--- src/design/atc_pkg.sv ---
`timescale 1ns / 1ps
// ----------------------------------------------------------------------------
// atc_pkg
// Types and constants for the time code to epoch microseconds converter.
// ----------------------------------------------------------------------------
package atc_pkg;

    localparam int YEAR_W   = 32;
    localparam int DAY_W    = 32;
    localparam int MS_W     = 27;
    localparam int US_W     = 10;
    localparam int OUT_W    = 51;

    // Day count since the epoch fits in 15 bits (at most 25932)
    localparam int DAYS_W   = 15;
    localparam int YOFF_W   = 7;
    localparam int DOFF_W   = 9;
    localparam int CNT_W    = 5;

    localparam logic signed [YEAR_W-1:0] EPOCH_YEAR = 32'sd1970;
    localparam logic signed [YEAR_W-1:0] LAST_YEAR  = 32'sd2040;
    localparam logic [YOFF_W-1:0]        LAST_YOFF  = 7'd70;
    localparam logic signed [DAY_W-1:0]  DAYS_MAX   = 32'sd366;
    localparam logic [DAYS_W-1:0]        DAYS_COMMON = 15'd365;

    localparam logic [MS_W-1:0] MILLIS_MAX = 27'd86399999;
    localparam logic [US_W-1:0] MICROS_MAX = 10'd999;

    // Microseconds per day, and per millisecond
    localparam logic [OUT_W-1:0] US_PER_DAY = 51'd86400000000;
    localparam logic [OUT_W-1:0] US_PER_MS  = 51'd1000;

    localparam logic [CNT_W-1:0] DAY_STEPS = 5'(DAYS_W - 1);
    localparam logic [CNT_W-1:0] MS_STEPS  = 5'(MS_W - 1);

    typedef enum logic [2:0] {
        ST_IDLE,
        ST_PREP,
        ST_MUL_DAY,
        ST_MUL_MS,
        ST_DONE
    } atc_state_t;

endpackage

--- src/design/atc_time_code_to_epoch_us_core.sv ---
`timescale 1ns / 1ps
// ----------------------------------------------------------------------------
// atc_time_code_to_epoch_us_core
// Converts a year / day-of-year / millis / micros time code to microseconds
// since 1970-01-01 using bit-serial shift-and-add multiplication.
// ----------------------------------------------------------------------------
// A transaction is taken when start is high and busy is low, and the clamps
// are applied as it is taken. The preparation state then forms the day count.
// A single 51-bit shift-and-add accumulator walks the 15 bits of the day
// count and then the 27 bits of the millisecond count, one bit per cycle.
// The result is shown on epoch_micros with done high for one cycle. Busy
// stays high until that cycle is over, so no new transaction is taken
// while a conversion is under way.
// The receiver must take the result in the done cycle; it cannot stall it.
module atc_time_code_to_epoch_us_core (
    input  logic                              clk,
    input  logic                              rst_n,
    input  logic                              start,
    output logic                              busy,
    input  logic signed [atc_pkg::YEAR_W-1:0] year_word,
    input  logic signed [atc_pkg::DAY_W-1:0]  day_word,
    input  logic [atc_pkg::MS_W-1:0]          millis_of_day,
    input  logic [atc_pkg::US_W-1:0]          micros_part,
    output logic                              done,
    output logic [atc_pkg::OUT_W-1:0]         epoch_micros
);
    import atc_pkg::*;

    atc_state_t          state_reg, state_next;
    logic [CNT_W-1:0]    cnt_reg, cnt_next;
    logic [MS_W-1:0]     shf_reg, shf_next;
    logic [OUT_W-1:0]    mcand_reg, mcand_next;
    logic [OUT_W-1:0]    acc_reg, acc_next;
    logic [YOFF_W-1:0]   yoff_reg, yoff_next;
    logic [DOFF_W-1:0]   doff_reg, doff_next;
    logic [MS_W-1:0]     ms_reg, ms_next;

    logic                accept;
    logic [DAYS_W-1:0]   days_w;
    logic [5:0]          leaps_w;
    logic [OUT_W-1:0]    acc_add;

    assign accept = start && (state_reg == ST_IDLE);

    // Leap years 1972.. up to year-1; no century exceptions inside the range
    assign leaps_w = 6'(({1'b0, yoff_reg} + 8'd1) >> 2);
    assign days_w  = {8'd0, yoff_reg} * DAYS_COMMON + {9'd0, leaps_w} + {6'd0, doff_reg};

    assign acc_add = shf_reg[0] ? (acc_reg + mcand_reg) : acc_reg;

    // Next state
    always_comb
    begin
        state_next = state_reg;
        case (state_reg)
            ST_IDLE:    if (start) state_next = ST_PREP;
            ST_PREP:    state_next = ST_MUL_DAY;
            ST_MUL_DAY: if (cnt_reg == '0) state_next = ST_MUL_MS;
            ST_MUL_MS:  if (cnt_reg == '0) state_next = ST_DONE;
            ST_DONE:    state_next = ST_IDLE;
            default:    state_next = ST_IDLE;
        endcase
    end

    // Datapath
    always_comb
    begin
        cnt_next   = cnt_reg;
        shf_next   = shf_reg;
        mcand_next = mcand_reg;
        acc_next   = acc_reg;
        yoff_next  = yoff_reg;
        doff_next  = doff_reg;
        ms_next    = ms_reg;
        case (state_reg)
            ST_IDLE:
            begin
                if (accept)
                begin
                    if (year_word < EPOCH_YEAR)
                        yoff_next = '0;
                    else if (year_word > LAST_YEAR)
                        yoff_next = LAST_YOFF;
                    else
                        yoff_next = YOFF_W'(year_word - EPOCH_YEAR);
                    if (day_word < 32'sd1 || day_word > DAYS_MAX)
                        doff_next = '0;
                    else
                        doff_next = DOFF_W'(day_word - 32'sd1);
                    ms_next  = (millis_of_day > MILLIS_MAX) ? MILLIS_MAX : millis_of_day;
                    acc_next = {41'd0, (micros_part > MICROS_MAX) ? MICROS_MAX : micros_part};
                end
            end
            ST_PREP:
            begin
                shf_next   = {12'd0, days_w};
                mcand_next = US_PER_DAY;
                cnt_next   = DAY_STEPS;
            end
            ST_MUL_DAY:
            begin
                acc_next = acc_add;
                if (cnt_reg == '0)
                begin
                    shf_next   = ms_reg;
                    mcand_next = US_PER_MS;
                    cnt_next   = MS_STEPS;
                end
                else
                begin
                    shf_next   = shf_reg >> 1;
                    mcand_next = mcand_reg << 1;
                    cnt_next   = cnt_reg - 5'd1;
                end
            end
            ST_MUL_MS:
            begin
                acc_next   = acc_add;
                shf_next   = shf_reg >> 1;
                mcand_next = mcand_reg << 1;
                if (cnt_reg != '0)
                    cnt_next = cnt_reg - 5'd1;
            end
            ST_DONE:
            begin
            end
            default:
            begin
            end
        endcase
    end

    // Outputs
    always_comb
    begin
        busy         = (state_reg != ST_IDLE);
        done         = (state_reg == ST_DONE);
        epoch_micros = acc_reg;
    end

    always_ff @(posedge clk or negedge rst_n)
    begin
        if (!rst_n)
        begin
            state_reg <= ST_IDLE;
            cnt_reg   <= '0;
        end
        else
        begin
            state_reg <= state_next;
            cnt_reg   <= cnt_next;
        end
    end

    always_ff @(posedge clk)
    begin
        shf_reg   <= shf_next;
        mcand_reg <= mcand_next;
        acc_reg   <= acc_next;
        yoff_reg  <= yoff_next;
        doff_reg  <= doff_next;
        ms_reg    <= ms_next;
    end

`ifndef SYNTH
    a_start_prep: assert property (@(posedge clk) disable iff (!rst_n)
        (start && !busy) |=> (state_reg == ST_PREP))
        else $error("accepted transaction did not enter preparation");

    a_done_single: assert property (@(posedge clk) disable iff (!rst_n)
        done |=> (!done && !busy))
        else $error("result strobe not single or block still busy");

    a_done_after_ms: assert property (@(posedge clk) disable iff (!rst_n)
        done |-> ($past(state_reg) == ST_MUL_MS && $past(cnt_reg) == '0))
        else $error("result strobe without completed millisecond pass");

    a_yoff_range: assert property (@(posedge clk) disable iff (!rst_n)
        (state_reg == ST_PREP) |-> (yoff_reg <= LAST_YOFF))
        else $error("year offset outside clamp range");
`endif

endmodule
--- config.mk ---
export PLATFORM = sky130hd
export DESIGN_NAME = atc_time_code_to_epoch_us_core
export DESIGN_NICKNAME = d
export VERILOG_FILES = /design/src/design/atc_pkg.sv /design/src/design/atc_time_code_to_epoch_us_core.sv
export SDC_FILE = /design/constraint.sdc
export NUM_CORES = 1
export LEC_CHECK = 0
export ABC_AREA = 1
export BUFFER_PORTS_ARGS = -buffer_cell sky130_fd_sc_hd__buf_2
export CAP_MARGIN = 25
export CORE_MARGIN = 3
export CORE_UTILIZATION = 35
export CTS_CLUSTER_DIAMETER = 100
export DETAILED_ROUTE_END_ITERATION = 12
export SLEW_MARGIN = 20
export SYNTH_ARGS = -nofsm -noshare
export SYNTH_HDL_FRONTEND = slang
export SYNTH_SLANG_ARGS = --single-unit
--- constraint.sdc ---
create_clock -name clk -period 10.59 [get_ports clk]
set_input_delay 1.059 -clock clk [delete_from_list [all_inputs] [get_ports clk]]
set_output_delay 1.059 -clock clk [all_outputs]
set_load 0.03 [all_outputs]
# Word level (Yosys, flattened, before mapping)
# Cells that the tools add are included.
dict set report word_totals {
  ff_bits 180
  inputBits 104
  output_inout_bits 53
  word_cells 63
}
dict set report op_classes {
  n_addsub 7
  mul 1
  n_lt_le_gt_ge 6
  eq_ne 10
  muxes 16
  reduce_logical 14
}
# op count
set ops {}
lappend ops {{51-bit two-way mux} 3}
lappend ops {{51-bit one-hot mux with 3 select lines} 1}
lappend ops {{51-bit one-hot mux with 2 select lines} 1}
lappend ops {{27-bit one-hot mux with 3 select lines} 1}
lappend ops {{51-bit adder} 1}
lappend ops {{32-bit by 10-bit greater-than comparator with 1-bit output, second input constant} 1}
lappend ops {{32-bit by 12-bit greater-than comparator with 1-bit output, second input constant} 1}
lappend ops {{32-bit by 12-bit < comparator with 1-bit output, second input constant} 1}
lappend ops {{32-bit by 2-bit < comparator with 1-bit output, second input constant} 1}
lappend ops {{27-bit greater-than comparator, second input constant} 1}
lappend ops {{27-bit two-way mux} 1}
lappend ops {{15-bit by 6-bit adder with 15-bit output} 1}
lappend ops {{15-bit by 9-bit adder with 15-bit output} 1}
lappend ops {{7-bit by 9-bit multiplier with 15-bit output, second input constant} 1}
lappend ops {{5-bit one-hot mux with 3 select lines} 1}
lappend ops {{3-bit one-hot mux with 4 select lines} 1}
lappend ops {{10-bit greater-than comparator, second input constant} 1}
lappend ops {{10-bit two-way mux} 1}
lappend ops {{5-bit two-way mux} 2}
lappend ops {{2-bit != test, second input constant} 5}
lappend ops {{3-bit two-way mux} 3}
lappend ops {{9-bit by 2-bit subtractor with 9-bit output, second input constant} 1}
lappend ops {{7-bit by 1-bit adder with 8-bit output, second input constant} 1}
lappend ops {{7-bit two-way mux} 1}
lappend ops {{other kinds (16)} 21}

# Logic depth before layout (Yosys ltp)
# Gate-level depths: netlist (run 1).
dict set report depth {
  ltp_word 4
  mapped_depth 22
  ltp_nobuf 22
}

# Worst setup path before layout (run 1)
# OpenSTA, ideal clock, no wires.
dict set report synth_path {
  kind {input port to flip-flop}
  start {input start}
  end {register acc_reg[10] (netlist: epoch_micros[10]) (enable)}
  setup_ps 520
  arrival_ps 4509
  required_ps 10070
  path_slack_ps 5560
  path_stages 2
  n_path_buf 0
  cell_sequence {inv_1 o21ai_0}
}
dict set report synth_via {
  elab_chain_len 3
}
# item line_no
set synth_lines {}
lappend synth_lines {{from (decl)} atc_time_code_to_epoch_us_core.sv:18} ;# input logic start,
lappend synth_lines {{1-bit logical AND} atc_time_code_to_epoch_us_core.sv:43} ;# assign accept = start && (state_reg == ST_IDLE);
lappend synth_lines {{2-bit != test (no line)} n/a}
lappend synth_lines {{3-bit AND reduction (no line)} n/a}
lappend synth_lines {{to (signal assigned)} atc_time_code_to_epoch_us_core.sv:159} ;# acc_reg <= acc_next;
lappend synth_lines {{to (decl)} atc_time_code_to_epoch_us_core.sv:33} ;# logic [OUT_W-1:0] acc_reg, acc_next;
# Every way passes these cells.
# A chain may end at the register's enable or synchronous reset.

# Worst setup path after layout (run 1)
dict set report layout_path {
  start {register yoff_reg[2]}
  end {register shf_reg[11] (data pin)}
}
dict set report layout_via {
  elab_chain_len 4
  word_cells_on_any_way 5
  cone_classes {add/sub (3); mul (1); mux (1)}
}
# item line_no
set layout_lines {}
lappend layout_lines {{from (decl)} atc_time_code_to_epoch_us_core.sv:34} ;# logic [YOFF_W-1:0] yoff_reg, yoff_next;
lappend layout_lines {{from (signal assigned)} atc_time_code_to_epoch_us_core.sv:160} ;# yoff_reg <= yoff_next;
lappend layout_lines {{7-bit by 9-bit multiplier with 15-bit output / 7-bit by 1-bit adder with 8-bit output (equally long branches)} {atc_time_code_to_epoch_us_core.sv:47, atc_time_code_to_epoch_us_core.sv:46}}
lappend layout_lines {{15-bit by 6-bit adder with 15-bit output (*)} atc_time_code_to_epoch_us_core.sv:47} ;# assign days_w = {8'd0, yoff_reg} * DAYS_COMMON + {9'd0, leaps_w} + {6'd0, doff_reg};
lappend layout_lines {{15-bit by 9-bit adder with 15-bit output (*)} atc_time_code_to_epoch_us_core.sv:47}
lappend layout_lines {{27-bit one-hot mux with 3 select lines (*)} atc_time_code_to_epoch_us_core.sv:75} ;# case (state_reg)
lappend layout_lines {{net shf_next[11]} atc_time_code_to_epoch_us_core.sv:31} ;# logic [MS_W-1:0] shf_reg, shf_next;
lappend layout_lines {{to (signal assigned)} atc_time_code_to_epoch_us_core.sv:157} ;# shf_reg <= shf_next;
lappend layout_lines {{to (decl)} atc_time_code_to_epoch_us_core.sv:31}
# Mark *: on every way through the listed nets, which the timed path passes. The rest lies on a longest branch.

==> results of run 1 <==
==> per-layer routing <==
| layer | global-route usage | vias to the layer above | wire length, µm |
|---|---|---|---|
| met5 | 0 | - | 0 |
| met4 | 0.0525 | 0 | 704 |
| met3 | 0.0311 | 32 | 2270 |
| met2 | 0.302 | 301 | 17000 |
| met1 | 0.236 | 5253 | 16600 |
| li1 | - | 5907 | - |
==> Yosys cell counts, drive strengths merged (5+ instances only) <==
cell,number
edfxtp,169
nand3,83
dfrtp,8
nor3,14
inv,386
nand4,17
nand2,536
ha,92
a22o,11
buf,18
xor2,13
nor4,5
a21oi,95
a22oi,5
nor2,210
xnor2,11
o21ai,34
o22ai,8
fa,30
clkbuf,6
==> worst paths after layout <==
kind | endpoint | from
max in group asynchronous | cnt_reg[2] | rst_n
setup / recovery | shf_reg[11] | yoff_reg[2]
min in group clk | shf_reg[16] | shf_reg[17]
hold / removal | state_reg[0] | rst_n
setup reg to reg | shf_reg[11] | yoff_reg[2]
hold reg to reg | shf_reg[16] | shf_reg[17]
==> stage by stage <==
| step | cells | hold slack [ns] | util |
|---|---|---|---|
| floorplan | 1780 | 0.491 | - |
| global placement | 2427 | 0.513 | 0.392 |
| detailed placement | 2427 | 0.529 | 0.392 |
| CTS | 2459 | 0.427 | 0.409 |
| global route | 2459 | 0.438 | 0.409 |
| finish | 2459 | 0.437 | 0.409 |
==> power groups by stage <==
stage,logic (mW),registers (mW),clock network [mW]
6_report,1.79,1.11,0.676
5_1_grt,2.02,1.13,0.721
4_1_cts,1.79,1.11,0.698
3_5_place_dp,1.78,1.13,0
3_3_place_gp,1.77,1.12,0
2_1_floorplan,1.15,1.25,0
==> area by class of cell <==
type | count | area (µm²) | area share
clock inverters | 15 | 203 | 0.0131
flip-flops and latches | 177 | 5280 | 0.340
multi-input cells | 1193 | 6710 | 0.432
inverters | 386 | 1450 | 0.0934
clock buffers | 17 | 425 | 0.0274
well taps | 511 | 639 | 0.0412
repair buffers | 160 | 811 | 0.0523
==> logic make-up (layout without fill, tap and decap cells) <==
family                   Yosys count  in the layout  synth area share
flip-flops                       177            177             0.389
AND/OR/NAND/NOR                  876            876             0.277
AO/OA/AOI/OAI                    171            171            0.0715
buffers and inverters            410            578             0.118
adder cells (fa/ha/maj)          122            122             0.129
XOR/XNOR                          24             24            0.0155
==> worst max-delay path, delay by kind of cell, from the launching register on <==
family                     cells  cell delay (ns)
adders and majority gates      7             2.52
DFF                            1             0.53
and+or+nand+nor                8             0.75
xor gates and xnor gates       1             0.17
buffers and inverters          4             0.20
AOI/OAI and AO/OA              1             0.20
==> flow_metrics.env, run 1 <==
export IMPL_status="complete, no violations"
export IMPL_cts_tree="built"
export IMPL_tns_ns=0
export IMPL_synth_edf_count=169
export IMPL_diodes=0
export IMPL_layout_min_cycle_time_ns=4.63
export IMPL_ant_nets=0
export IMPL_die_h_um=203
export IMPL_coreArea_um2=37900
export IMPL_power_mw=3.57
export IMPL_yosys_area_top_type="edfxtp_1"
export IMPL_wire_per_inst_um=14.9
export IMPL_io_buffers=156
export IMPL_period_share=0.437
export IMPL_htreeDepth=4
export IMPL_clock_sinks=177
export IMPL_vias=11500
export IMPL_grt_usage=0.179
export IMPL_synth_area_um2=13600
export IMPL_vdd_drop_max_mv=0.116
export IMPL_synthDominantCellAreaShare=0.374
export IMPL_cp_max_fo=5
export IMPL_cts_root_buf="clkbuf_16"
export IMPL_clock_power_share=0.189
export IMPL_drt_iter0_drc=648
export IMPL_grt_overflow=0
export IMPL_drcViolationCount=0
export IMPL_ctsResizeCount=0
export IMPL_placed_area_um2=14900
export IMPL_yosys_warnings=0
export IMPL_cp_start_kind="flip-flop"
export IMPL_largest_register_ffs=51
export IMPL_synthCells=1780
export IMPL_ys_flop_type="edfxtp_1"
export IMPL_timing_fmax_mhz=216
export IMPL_worst_path_max_delay_cell="edfxtp_1"
export IMPL_post_cts_setup_buffers=0
export IMPL_post_route_worst_setup_slack_ns=5.96
export IMPL_grt_setup_unrepaired="no"
export IMPL_die_area_um2=41100
export IMPL_start_util=0.357
export IMPL_hpwl_um=29100
export IMPL_ys_seq_elements=177
export IMPL_syn_avg_cell_area_um2=7.61
export IMPL_insertion_delay_ns=0.46
export IMPL_drive_gt1_frac=0.141
export IMPL_vias_per_cell=4.67
export IMPL_slew_headroom=0.353
export IMPL_final_cell_area_um2=15500
export IMPL_synth_nets=2006
export IMPL_layout_commonest_cell="nand2_1"
export IMPL_grt_pass1_wl_um=57800
export IMPL_antenna_found_initial=0
export IMPL_final_hold_viol_count=0
export IMPL_switchingPower_mw=1.65
export IMPL_cts_buffers_inserted=17
export IMPL_grt_max_degree=73
export IMPL_p_per_area_nw_per_um2=230
export IMPL_cts_hold_buf=0
export IMPL_layout_nets=2161
export IMPL_synth_distinct_cells=49
export IMPL_p_leak_nw=7.98
export IMPL_cp_cell_sequence="ha_1 -> nand4_1 -> xor2_1 -> inv_1 -> fa_1 -> inv_1 -> ha_1 -> ha_1 -> inv_1 -> fa_1 -> inv_1 -> ha_1 -> fa_1 -> nand3_1 -> nand2_1 -> a21oi_1 -> nor2_1 -> nand2_1 -> nand3_1 -> nand3_1 -> nand3_1"
export IMPL_syn_to_final_growth_pct=14.4
export IMPL_sequentialPowerShare=0.311
export IMPL_clk_pin_slew_ns=0.08
export IMPL_rows=71
export IMPL_sw_frac_of_total=0.463
export IMPL_cpPeakStageDelay_ns=0.53
export IMPL_intPower_mw=1.92
export IMPL_cap_violations=0
export IMPL_place_ws_ns=5.93
export IMPL_fillers=3959
export IMPL_ys_seq_area_frac=0.389
export IMPL_ios=157
export IMPL_reg2reg_depth=21
export IMPL_critPathKind="flip-flop to flip-flop"
export IMPL_clockBufferDepth=2
export IMPL_final_cell_mix="nand2_1 (509), inv_1 (374), nor2_1 (187)"
export IMPL_setup_viol=0
export IMPL_skew_ns=0.0113
export IMPL_dr_pass1_iters=5
export IMPL_cp_arrival_ns=4.85
export IMPL_grt_pass1_vias=11300
export IMPL_r2r_slack_ns=5.96
export IMPL_fp_dieW_um=203
export IMPL_tightest_slew_ns=0.968
export IMPL_slew_viol_final=0
export IMPL_gp_congestion=0.899
export IMPL_ys_top_cells_by_area="edfxtp_1 (37%), nand2_1 (14%), inv_1 (10%)"
export IMPL_drt_wl_total_um=36600
export IMPL_pwr_share_comb=0.500
export IMPL_cp_end_kind="flip-flop"
export IMPL_min_path_type="input port to async pin"
export IMPL_ys_async_sr_fraction=0.0452
export IMPL_worstPathRequired_ns=10.80
Note: power is estimated with default switching activity, not from simulation.
==> inputs of run 2 (changes only) <==
--- a/config.mk
+++ b/config.mk
@@ -5,7 +5,7 @@
 export SDC_FILE = /design/constraint.sdc
 export NUM_CORES = 1
 export LEC_CHECK = 0
-export ABC_AREA = 1
+export ABC_AREA = 0
 export BUFFER_PORTS_ARGS = -buffer_cell sky130_fd_sc_hd__buf_2
 export CAP_MARGIN = 25
 export CORE_MARGIN = 3
==> constraint.sdc (replaced) <==
create_clock -name clk -period 4.2 [get_ports clk]
set_input_delay 0.42 -clock clk [delete_from_list [all_inputs] [get_ports clk]]
set_output_delay 0.42 -clock clk [all_outputs]
set_load 0.03 [all_outputs]
==> run 2 against run 1 <==
The flow now finishes with violations (setup timing). Utilization rose by 1.7 points. Area after synthesis fell by 12%. Clock skew barely moved. Non-clock buffer count rose by 30. Combinational power rose to 4.5 times the previous value. Via count fell by 20%. Sequential power rose to 3.3 times the previous value. Critical path depth fell by 1.
==> flow_metrics.env, run 2 <==
export IMPL_clk_pin_slew_ns=0.07
export IMPL_ant_nets=0
export IMPL_violations="setup timing"
export IMPL_cp_max_fo=3
export IMPL_yosys_warnings=0
export IMPL_place_ws_ns=-0.381
export IMPL_intPower_mw=7.30
export IMPL_dp_cells=1784
export IMPL_clock_power_share=0.122
export IMPL_multi_input_area_um2=6230
export IMPL_insertion_delay_ns=0.45
export IMPL_synthMostInstantiatedCell="edfxtp_1"
export IMPL_vias_per_cell=5.03
export IMPL_instances_no_fill=1821
export IMPL_sw_frac_of_total=0.456
export IMPL_power_mw=13.4
export IMPL_ys_seq_area_frac=0.442
export IMPL_final_cell_mix="edfxtp_1 (169), buf_2 (156), nand2_1 (147)"
export IMPL_post_route_worst_setup_slack_ns=-0.311
export IMPL_htreeDepth=4
export IMPL_ys_top_cells_by_area="edfxtp_1 (43%), ha_1 (9.6%), fa_1 (5.0%)"
export IMPL_fp_dieW_um=191
export IMPL_clock_sinks=177
export IMPL_pwr_share_comb=0.606
export IMPL_rows=66
export IMPL_ys_seq_elements=177
export IMPL_syn_to_final_growth_pct=17.9
export IMPL_vdd_drop_max_mv=0.479
export IMPL_diodes=0
export IMPL_die_area_um2=36400
export IMPL_worstPathRequired_ns=4.37
export IMPL_sequentialPowerShare=0.272
export IMPL_layout_commonest_cell="edfxtp_1"
export IMPL_synth_distinct_cells=70
export IMPL_syn_avg_cell_area_um2=9.90
export IMPL_start_util=0.361
export IMPL_timing_hold_ws_ns=0.204
export IMPL_synthDominantCellAreaShare=0.425
export IMPL_drive_gt1_frac=0.211
export IMPL_ios=157
export IMPL_seqCellArea_um2=5280
export IMPL_p_per_area_nw_per_um2=953
export IMPL_synth_area_um2=11900
export IMPL_drt_iter0_drc=529
export IMPL_timing_fmax_mhz=222
export IMPL_grt_usage=0.158
export IMPL_cts_root_buf="clkbuf_16"
export IMPL_slew_headroom=0.389
export IMPL_critPathKind="flip-flop to flip-flop"
export IMPL_fillers=3248
export IMPL_clockBufferDepth=2
export IMPL_antenna_found_initial=0
export IMPL_cp_cell_sequence="ha_2 -> nand4_1 -> xnor2_2 -> fa_2 -> inv_2 -> ha_4 -> ha_4 -> inv_2 -> fa_1 -> inv_1 -> ha_2 -> fa_2 -> a21o_1 -> a21oi_2 -> o21ai_1 -> a21oi_2 -> o21bai_1 -> a21oi_1 -> xor2_1 -> a21oi_1"
export IMPL_vias=9155
export IMPL_cpPeakStageDelay_ns=0.55
export IMPL_cp_end_kind="flip-flop"
export IMPL_layout_min_cycle_time_ns=4.51
export IMPL_synth_nets=1431
export IMPL_cp_arrival_ns=4.68
export IMPL_synthCells=1205
export IMPL_p_leak_nw=6.14
export IMPL_ys_async_sr_fraction=0.0452
export IMPL_period_share=1.07
export IMPL_coreArea_um2=33000
export IMPL_drcViolationCount=0
export IMPL_grt_max_degree=89
export IMPL_gp_congestion=0.856
export IMPL_status="finished with violations"
export IMPL_skew_ns=0.0116
export IMPL_wire_per_inst_um=15.5
export IMPL_grt_setup_unrepaired="yes"
export IMPL_placed_area_um2=13400
export IMPL_grt_pass1_wl_um=46100
export IMPL_synth_edf_count=169
export IMPL_setup_viol=7
export IMPL_yosys_area_top_type="edfxtp_1"
export IMPL_hpwl_um=21400
export IMPL_layout_nets=1592
export IMPL_cts_tree="built"
export IMPL_switchingPower_mw=6.11
export IMPL_tightest_slew_ns=0.915
export IMPL_io_buffers=156
export IMPL_largest_register_ffs=51
export IMPL_cap_violations=0
export IMPL_die_h_um=191
export IMPL_cts_buffers_inserted=17
export IMPL_dr_pass1_iters=4
export IMPL_ys_flop_type="edfxtp_1"
export IMPL_path_buf_inv=3
export IMPL_min_path_type="input port to flip-flop"
export IMPL_synth_common_cells="edfxtp_1 (169), nand2_1 (148), inv_1 (99), nor2_1 (99), a21oi_1 (98)"
export IMPL_drt_wl_total_um=28300
export IMPL_worst_path_max_delay_cell="fa_2"
export IMPL_final_hold_viol_count=0
export IMPL_cp_start_kind="flip-flop"
export IMPL_slew_viol_final=0
export IMPL_grt_pass1_vias=9093
export IMPL_grt_overflow=0
export IMPL_final_cell_area_um2=14100
export IMPL_cp_top_family="adder cells"
==> run 2: kinds of logic after synthesis <==
kind of cell	after synthesis	share of synthesized area
simple gates	439	0.178
flops	177	0.442
fa+ha+maj	122	0.147
xor+xnor	57	0.0418
buf+inv	147	0.0487
compound gates	256	0.137
mux	7	0.00587
==> run 2: path summary, 6_finish.rpt <==
check,startpoint,to,slack [ns],cells after the start
worst min-delay path,millis_of_day[26],ms_reg[26],0.20,1
min in group asynchronous,rst_n,cnt_reg[3],0.39,2
worst min register to register,cnt_reg[2],cnt_reg[2],0.54,2
max in group asynchronous,rst_n,state_reg[2],3.63,2
worst max-delay path,yoff_reg[2],shf_reg[11],-0.31,20
worst max register to register,yoff_reg[2],shf_reg[11],-0.31,20
==> run 2: worst register-to-register path: stages (launching register included) <==
cell and delay [ns]:
edfxtp_1 0.38, ha_2 0.19, nand4_1 0.21, xnor2_2 0.23, fa_2 0.55, inv_2 0.04, ha_4 0.21, ha_4 0.26
inv_2 0.03, fa_1 0.47, inv_1 0.04, ha_2 0.19, fa_2 0.36, a21o_1 0.17, a21oi_2 0.16, o21ai_1 0.09
a21oi_2 0.14, o21bai_1 0.11, a21oi_1 0.18, xor2_1 0.15, a21oi_1 0.07
==> run 2: area by class of cell <==
class	instances	share of cell area
sequential	177	0.375
tap	442	0.0393
multi-input combinational	881	0.443
timing repair buffer	190	0.0750
clock inverter	13	0.0107
inverter	99	0.0264
clock buffer	19	0.0308
==> run 2: stage by stage <==
step	setup TNS, ns	utilization
after floorplan	-0.395	-
after global placement	-0.938	0.404
after detailed placement	-1.52	0.404
after CTS	-1.51	0.425
after global routing	-3.24	0.426
final	-1.62	0.426
==> run 2: what timing repair did <==
action	CTS	global route
buffers inserted	2	2
gates resized for setup	10	4
hold buffers	1	0
pin swaps	18	8
endpoints found under the setup margin	7	9
hold endpoints to repair	8	0
==> run 2: per-layer routing <==
metal | GRT usage | share of wire | vias to the layer above
met4 | 0.0522 | 0.017 | 0
met2 | 0.256 | 0.46 | 199
li1 | - | - | 4620
met5 | 0 | 0 | -
met1 | 0.216 | 0.47 | 4311
met3 | 0.0259 | 0.044 | 25
==> run 2: power groups by stage <==
stage                     sequential (mW)  clock [mW]  combinational, mW
after floorplan                      4.06           0               5.69
after global placement               3.68           0               7.89
after detailed placement             3.69           0               8.00
after CTS                            3.66        1.68               8.12
after global routing                 3.74        1.73               9.13
final                                3.65        1.63               8.13
